`src/rtl/itrd_pkg.sv`:
```
package itrd_pkg;

    // Default conversion width
    localparam int VALUE_BITS_DEF = 32;

    // Fixed field widths
    localparam int IN_VALUE_W = 32;
    localparam int BASE_W     = 8;
    localparam int CHAR_W     = 8;
    localparam int DIGIT_W    = 6;

    // Character and radix constants
    localparam logic [CHAR_W-1:0]  CH_ZERO   = 8'h30;
    localparam logic [CHAR_W-1:0]  CH_ALPHA  = 8'h41;
    localparam logic [CHAR_W-1:0]  CH_MINUS  = 8'h2D;
    localparam logic [CHAR_W-1:0]  CH_NONE   = 8'h00;
    localparam logic [DIGIT_W-1:0] DEC_LIMIT = 6'd10;
    localparam logic [BASE_W-1:0]  MIN_BASE  = 8'd2;
    localparam logic [BASE_W-1:0]  MAX_BASE  = 8'd36;

    typedef struct packed {
        logic signed [IN_VALUE_W-1:0] value;
        logic [BASE_W-1:0]            base;
        logic                         func;
    } req_item_t;

    typedef struct packed {
        logic [CHAR_W-1:0] char_code;
        logic              base_error;
        logic              last;
    } rsp_item_t;

    typedef enum logic [2:0] {
        S_IDLE,
        S_DIV,
        S_ERR,
        S_SIGN,
        S_RD,
        S_EMIT
    } state_t;

    // Digit value 0..35 to ASCII
    function automatic logic [CHAR_W-1:0] digit_char(input logic [DIGIT_W-1:0] d);
        logic [CHAR_W-1:0] dx;
        dx = {{(CHAR_W-DIGIT_W){1'b0}}, d};
        if (d < DEC_LIMIT)
        begin
            return CH_ZERO + dx;
        end
        return CH_ALPHA + dx - {{(CHAR_W-DIGIT_W){1'b0}}, DEC_LIMIT};
    endfunction

endpackage

```
`src/rtl/itrd_ram.sv`:
```
module itrd_ram #(
    parameter int WIDTH = 6,
    parameter int DEPTH = 32
) (
    input  logic                     clk,
    input  logic                     wr_en,
    input  logic [$clog2(DEPTH)-1:0] wr_addr,
    input  logic [WIDTH-1:0]         wr_data,
    input  logic                     rd_en,
    input  logic [$clog2(DEPTH)-1:0] rd_addr,
    output logic [WIDTH-1:0]         rd_data
);

    logic [WIDTH-1:0] mem [DEPTH];

    always_ff @(posedge clk)
    begin
        if (wr_en)
        begin
            mem[wr_addr] <= wr_data;
        end
        if (rd_en)
        begin
            rd_data <= mem[rd_addr];
        end
    end

endmodule

```
`src/rtl/integer_to_radix_digits.sv`:
```
// Bit-serial restoring division, one remainder bit per cycle, produces the N digits
//   of the result; then each character is read out of the digit RAM (S_RD, S_EMIT),
//   after a minus sign (S_SIGN) if the value is negative. A bad base goes through
//   S_ERR to its error item.
// Throughput: one item at a time; the next item is accepted after the last character.
// Reset: rst_n is asynchronous, active low; it clears the sequencer and output valid.
module integer_to_radix_digits #(
    parameter int VALUE_BITS = itrd_pkg::VALUE_BITS_DEF
) (
    input  logic                clk,
    input  logic                rst_n,
    input  logic                req_valid,
    output logic                req_ready,
    input  itrd_pkg::req_item_t req,
    output logic                rsp_valid,
    input  logic                rsp_ready,
    output itrd_pkg::rsp_item_t rsp
);

    import itrd_pkg::*;

    localparam int BIT_W  = $clog2(VALUE_BITS);
    localparam int CNT_W  = $clog2(VALUE_BITS + 1);
    localparam int ADDR_W = $clog2(VALUE_BITS);

    state_t                  state_reg, state_next;
    logic [VALUE_BITS-1:0]   val_reg, val_next;
    logic [DIGIT_W-1:0]      rem_reg, rem_next;
    logic [DIGIT_W-1:0]      base_reg, base_next;
    logic                    neg_reg, neg_next;
    logic [BIT_W-1:0]        bit_reg, bit_next;
    logic [CNT_W-1:0]        ndig_reg, ndig_next;
    logic                    rsp_valid_reg, rsp_valid_next;
    rsp_item_t               rsp_reg, rsp_next;

    logic [VALUE_BITS-1:0]   in_val;
    logic [VALUE_BITS-1:0]   in_mag;
    logic                    in_neg;
    logic                    base_ok;
    logic [DIGIT_W:0]        part_rem;
    logic [DIGIT_W:0]        part_diff;
    logic                    q_bit;
    logic [DIGIT_W-1:0]      step_rem;
    logic [VALUE_BITS-1:0]   step_val;
    logic [CNT_W-1:0]        ptr_m1;
    logic                    load_ok;
    logic                    ram_wr;
    logic                    ram_rd;
    logic [DIGIT_W-1:0]      ram_q;

    // Fit the input value to the conversion width
    generate
        if (VALUE_BITS <= IN_VALUE_W)
        begin : g_trunc
            assign in_val = req.value[VALUE_BITS-1:0];
        end
        else
        begin : g_ext
            assign in_val = {{(VALUE_BITS-IN_VALUE_W){req.value[IN_VALUE_W-1]}}, req.value};
        end
    endgenerate

    assign in_neg  = !req.func && in_val[VALUE_BITS-1];
    assign in_mag  = in_neg ? (~in_val + {{(VALUE_BITS-1){1'b0}}, 1'b1}) : in_val;
    assign base_ok = (req.base >= MIN_BASE) && (req.base <= MAX_BASE);

    // One restoring division step: remainder takes the value's top bit
    assign part_rem  = {rem_reg, val_reg[VALUE_BITS-1]};
    assign q_bit     = part_rem >= {1'b0, base_reg};
    assign part_diff = part_rem - {1'b0, base_reg};
    assign step_rem  = q_bit ? part_diff[DIGIT_W-1:0] : part_rem[DIGIT_W-1:0];
    assign step_val  = {val_reg[VALUE_BITS-2:0], q_bit};

    assign ptr_m1  = ndig_reg - {{(CNT_W-1){1'b0}}, 1'b1};
    assign load_ok = !rsp_valid_reg || rsp_ready;

    // Digit stack, written least significant first, read back in reverse
    itrd_ram #(
        .WIDTH (DIGIT_W),
        .DEPTH (VALUE_BITS)
    ) u_digits (
        .clk     (clk),
        .wr_en   (ram_wr),
        .wr_addr (ndig_reg[ADDR_W-1:0]),
        .wr_data (step_rem),
        .rd_en   (ram_rd),
        .rd_addr (ptr_m1[ADDR_W-1:0]),
        .rd_data (ram_q)
    );

    // Control registers
    always_ff @(posedge clk or negedge rst_n)
    begin
        if (!rst_n)
        begin
            state_reg     <= S_IDLE;
            rsp_valid_reg <= 1'b0;
        end
        else
        begin
            state_reg     <= state_next;
            rsp_valid_reg <= rsp_valid_next;
        end
    end

    // Datapath registers
    always_ff @(posedge clk)
    begin
        val_reg  <= val_next;
        rem_reg  <= rem_next;
        base_reg <= base_next;
        neg_reg  <= neg_next;
        bit_reg  <= bit_next;
        ndig_reg <= ndig_next;
        rsp_reg  <= rsp_next;
    end

    // Sequencer
    always_comb
    begin
        state_next     = state_reg;
        val_next       = val_reg;
        rem_next       = rem_reg;
        base_next      = base_reg;
        neg_next       = neg_reg;
        bit_next       = bit_reg;
        ndig_next      = ndig_reg;
        rsp_next       = rsp_reg;
        rsp_valid_next = rsp_valid_reg && !rsp_ready;
        req_ready      = 1'b0;
        ram_wr         = 1'b0;
        ram_rd         = 1'b0;

        unique case (state_reg)
            S_IDLE:
            begin
                req_ready = 1'b1;
                if (req_valid)
                begin
                    val_next  = in_mag;
                    neg_next  = in_neg;
                    base_next = req.base[DIGIT_W-1:0];
                    rem_next  = '0;
                    bit_next  = '0;
                    ndig_next = '0;
                    state_next = base_ok ? S_DIV : S_ERR;
                end
            end

            S_DIV:
            begin
                val_next = step_val;
                rem_next = step_rem;
                bit_next = bit_reg + {{(BIT_W-1){1'b0}}, 1'b1};
                if (bit_reg == BIT_W'(VALUE_BITS - 1))
                begin
                    // Digit done: push it, restart on the quotient
                    ram_wr    = 1'b1;
                    ndig_next = ndig_reg + {{(CNT_W-1){1'b0}}, 1'b1};
                    rem_next  = '0;
                    bit_next  = '0;
                    if (step_val == '0)
                    begin
                        state_next = neg_reg ? S_SIGN : S_RD;
                    end
                end
            end

            S_ERR:
            begin
                if (load_ok)
                begin
                    rsp_next.char_code  = CH_NONE;
                    rsp_next.base_error = 1'b1;
                    rsp_next.last       = 1'b1;
                    rsp_valid_next      = 1'b1;
                    state_next          = S_IDLE;
                end
            end

            S_SIGN:
            begin
                if (load_ok)
                begin
                    rsp_next.char_code  = CH_MINUS;
                    rsp_next.base_error = 1'b0;
                    rsp_next.last       = 1'b0;
                    rsp_valid_next      = 1'b1;
                    state_next          = S_RD;
                end
            end

            S_RD:
            begin
                ram_rd     = 1'b1;
                state_next = S_EMIT;
            end

            S_EMIT:
            begin
                if (load_ok)
                begin
                    rsp_next.char_code  = digit_char(ram_q);
                    rsp_next.base_error = 1'b0;
                    rsp_next.last       = (ptr_m1 == '0);
                    rsp_valid_next      = 1'b1;
                    ndig_next           = ptr_m1;
                    state_next          = (ptr_m1 == '0) ? S_IDLE : S_RD;
                end
            end

            default:
            begin
                state_next = S_IDLE;
            end
        endcase
    end

    assign rsp_valid = rsp_valid_reg;
    assign rsp       = rsp_reg;

    // Error items carry no character and close the conversion
    a_err_item: assert property (@(posedge clk) disable iff (!rst_n)
        rsp_valid && rsp.base_error |-> rsp.last && (rsp.char_code == CH_NONE))
        else $error("error item malformed");

    // Digit stack never overflows while a conversion runs
    a_ndig_bound: assert property (@(posedge clk) disable iff (!rst_n)
        state_reg != S_IDLE |-> ndig_reg <= CNT_W'(VALUE_BITS))
        else $error("digit count out of range");

    // Partial remainder stays below the base throughout a division
    a_rem_bound: assert property (@(posedge clk) disable iff (!rst_n)
        state_reg == S_DIV |-> rem_reg < base_reg)
        else $error("remainder not reduced");

    // A bad base goes straight to the error item
    a_bad_base: assert property (@(posedge clk) disable iff (!rst_n)
        req_valid && req_ready && !base_ok |=> state_reg == S_ERR)
        else $error("bad base not flagged");

endmodule

```
`config.mk`:
```
export PLATFORM = sky130hd
export DESIGN_NAME = integer_to_radix_digits
export DESIGN_NICKNAME = d
export VERILOG_FILES = /design/src/rtl/itrd_pkg.sv /design/src/rtl/itrd_ram.sv /design/src/rtl/integer_to_radix_digits.sv
export SDC_FILE = /design/constraint.sdc
export NUM_CORES = 1
export LEC_CHECK = 0
export ABC_CLOCK_PERIOD_IN_PS = 10100
export BUFFER_PORTS_ARGS = -buffer_cell sky130_fd_sc_hd__buf_2
export CAP_MARGIN = 25
export CORE_MARGIN = 8
export CORE_UTILIZATION = 37
export DETAILED_ROUTE_END_ITERATION = 10
export GPL_ROUTABILITY_DRIVEN = 0
export PLACE_DENSITY = 0.61
export SLEW_MARGIN = 20
export SYNTH_ARGS = -nofsm -noshare
export SYNTH_HDL_FRONTEND = slang
export SYNTH_SLANG_ARGS = --single-unit
```
`constraint.sdc`:
```
create_clock -name clk -period 10.1 [get_ports clk]
set_input_delay 0.505 -clock clk [delete_from_list [all_inputs] [get_ports clk]]
set_output_delay 0.505 -clock clk [all_outputs]
set_load 0.05 [all_outputs]
```
==> impl_results.md <==
* Number of global-route vias before repair at slightly above 7000
* Die area at ~39000 um^2
* Via/cell ratio at between 5 and 6
* Synth Area in XOR/XNOR at 0.0317
* Clk pin slew, worst setup/hold paths at approximately 0.060 ns
* Antenna violations before repair at 0
* Seq/Total Area, Yosys at 0.659
* Antenna cell count at 0
* Status: completed
* Clock Tree Buf Depth at 3
* Final instance area at roughly 14000 um^2
* P_sw at 1.38 mW
* Routed Antenna Nets at 0
* Reg power frac at 0.443
* Critical Path RT at 10.38 ns
* Syn Std Cell Area at approximately 12000 um^2
* Setup slack after placement at around 6.7 ns
* Post-synthesis compound-gate area fraction at 0.0654
* Total track usage at 0.133
* Fmax at ~0.30 GHz
* Yosys Warn Count at 0
* Final wirelength at around 26 mm
* Post-synth ARST share at 0.0150
* Simple-Gate Fraction of Synth Area at 0.106
* Mean post-synth cell area at about 14 um^2
* Grt total ovfl at 0
* Clk_skew at between 0.015 and 0.02 ns
* Initial DRC count at 437
* Die W at 197 um
* Worst Setup Start Kind: flop
* Main combinational cell family by area after synthesis: simple AND/OR/NAND/NOR gates
* Slew Viols, Final at 0
* Final period util at 0.327
* Multiplexer share of the synthesized area at 0.0967
* DIE HEIGHT at between 150 and 200 um
* Pwr dens at 292 nW/um^2
* Cells after Synth at 843
* Buffers added on ports at 55
* Syn Nets at 906
* Sink Count at roughly 270
* DRC viols at 0
* Final setup viols at 0
* Seq cells post-synth at 267
* HPWL Detailed at 17.4 mm
* Fill cells at approximately 3000
* Nets at about 960
* Crit Path Class: reg -> reg
* Arr. time, crit path at ~3.6 ns
* Ys flop type: edfxtp_1
* Crit. End Element: flop
* Sw Ratio at 0.343
* First-pass GRT wire length at just over 40 mm
* Root buffer cell: clkbuf_16
* I/O pin total at 57
* Worst-Skew Late Latency at 0.54 ns
* Area growth syn-to-layout at 13.4%
* Final worst slack at 6.80 ns
* P_int at around 2.6 mW
* Power share of the clock group at 0.228
* Hold Violations, Final at 0
* Post-placement cell area at between 10000 and 15000 um^2
* Gate power share at 0.328
* Post-CTS Resized at 0
* Crit-path max FO at 36
* Row count at 66
* Worst slew margin at 0.386
* DR vias at just over 7000
* Largest net degree at the start of global routing at between 40 and 50
* Hold Crit Class: in -> reg
* Share of cells above drive strength 1 at 0.188
* Max Cap Viol at 0
* Number of iterations in the first detailed-routing pass at 5
* Post-synth EDFFs at 263
* Hold path depth at 1
* Post-synthesis adder-cell area fraction at 0.0192
* H-tree depth at 1
* Most frequent cells in the layout: 263 x edfxtp_1, 79 x nand2_1, 72 x nor2_1
* RSZ-0062 raised after global routing: false
* Count of cell types in the netlist at 60
* Tmin final at around 3.3 ns
* Avg WL per Cell at 19.1 um
* Worst vdd ir at slightly above 0.2 mV
* CTS buffer count at 27
* P_leak at around 4.6 nW
* Tightest Pin Transition at between 0.8 and 0.9 ns
* Largest register FFs at between 150 and 200
* Initial core utilization at 0.374
* Most common cell after layout, fill and taps aside: edfxtp_1
* CTS tree: yes
* Setup_tns at 0 ns
* Worst r2r path cells at 8
* Fin util at 0.424
* CORE AREA at between 30000 and 40000 um^2
==> worst paths after layout <==
kind,start,end,slack [ns]
max in group asynchronous,rst_n,rsp_valid,9.66
min in group asynchronous,rst_n,state_reg[2],0.32
hold / removal,req[1],base_reg[0],0.18
hold reg to reg,val_reg[9],val_reg[10],0.57
setup reg to reg,ndig_reg[0],u_digits.rd_data[4],6.80
setup / recovery,ndig_reg[0],u_digits.rd_data[4],6.80
==> final cells by class <==
| cell class | instances | area [um^2] | share of cell area |
|---|---|---|---|
| Timing Repair Buffer | 67 | 390 | 0.0284 |
| Multi-Input combinational cell | 511 | 3920 | 0.285 |
| Sequential cell | 267 | 8000 | 0.581 |
| Tap cell | 442 | 553 | 0.0402 |
| Clock buffer | 31 | 691 | 0.0502 |
| Inverter | 27 | 101 | 0.00736 |
| Clock inverter | 16 | 115 | 0.00836 |
==> metal layers <==
layer,track usage,routed length (um)
met5,0,0
met4,0.0254,308
met3,0.0220,1290
met2,0.218,12700
met1,0.184,11600
==> timing repair <==
| action | CTS | global route |
|---|---|---|
| hold buffers | 1 | 0 |
| endpoints found under the hold margin | 4 | 0 |
| setup buffers | 0 | 0 |
==> cells in the mapped netlist, drive strengths merged (5+ instances only) <==
| master | number | area (um^2) |
|---|---|---|
| a21boi | 5 | 37.5 |
| a21oi | 26 | 130 |
| a32oi | 6 | 52.6 |
| and3 | 10 | 62.6 |
| buf | 16 | 81.3 |
| clkbuf | 22 | 82.6 |
| edfxtp | 263 | 7900 |
| ha | 17 | 213 |
| inv | 25 | 93.8 |
| mux2i | 7 | 70.1 |
| mux4 | 48 | 1080 |
| nand2 | 81 | 304 |
| nand2b | 9 | 56.3 |
| nand3 | 26 | 130 |
| nor2 | 73 | 274 |
| nor2b | 8 | 50.1 |
| nor3 | 12 | 60.1 |
| nor4 | 12 | 81.3 |
| o21ai | 39 | 195 |
| o31ai | 10 | 75.1 |
| o41ai | 10 | 95.1 |
| or2 | 6 | 37.5 |
| or3 | 8 | 51.3 |
| or4 | 6 | 46.3 |
| xnor2 | 15 | 131 |
| xor2 | 29 | 254 |
==> metrics by stage <==
stage | cells | power [mW] | hold slack [ns]
after floorplan | 843 | 2.67 | 0.209
after global placement | 1309 | 3.07 | 0.312
final | 1361 | 4.02 | 0.175
after global routing | 1361 | 4.23 | 0.152
after detailed placement | 1311 | 3.12 | 0.317
after CTS | 1359 | 4.04 | 0.149
==> cell families (layout without fill, tap and decap cells) <==
family	after synthesis	after routing
adders and majority gates	18	18
xor gates and xnor gates	44	44
other	1	1
buffers and inverters	65	141
DFF	267	267
muxes	57	57
and+or+nand+nor	268	268
AOI/OAI and AO/OA	123	123
==> power by group through the flow <==
stage,Sequential [mW],Clock [mW],Combinational (mW)
2_1_floorplan,1.80,0,0.872
3_3_place_gp,1.81,0,1.26
3_5_place_dp,1.81,0,1.31
4_1_cts,1.79,0.940,1.31
5_1_grt,1.80,0.974,1.45
6_report,1.78,0.919,1.32
==> worst max-delay path, cell delays in order, from the launching register on <==
cell and delay [ns]:
edfxtp_1 0.32, buf_4 0.38, inv_1 0.17, ha_2 0.61, buf_4 0.53, mux4_2 0.41, mux2i_1 0.21, a32oi_1 0.15
and3_1 0.25
(Power assumes the default switching activity.)
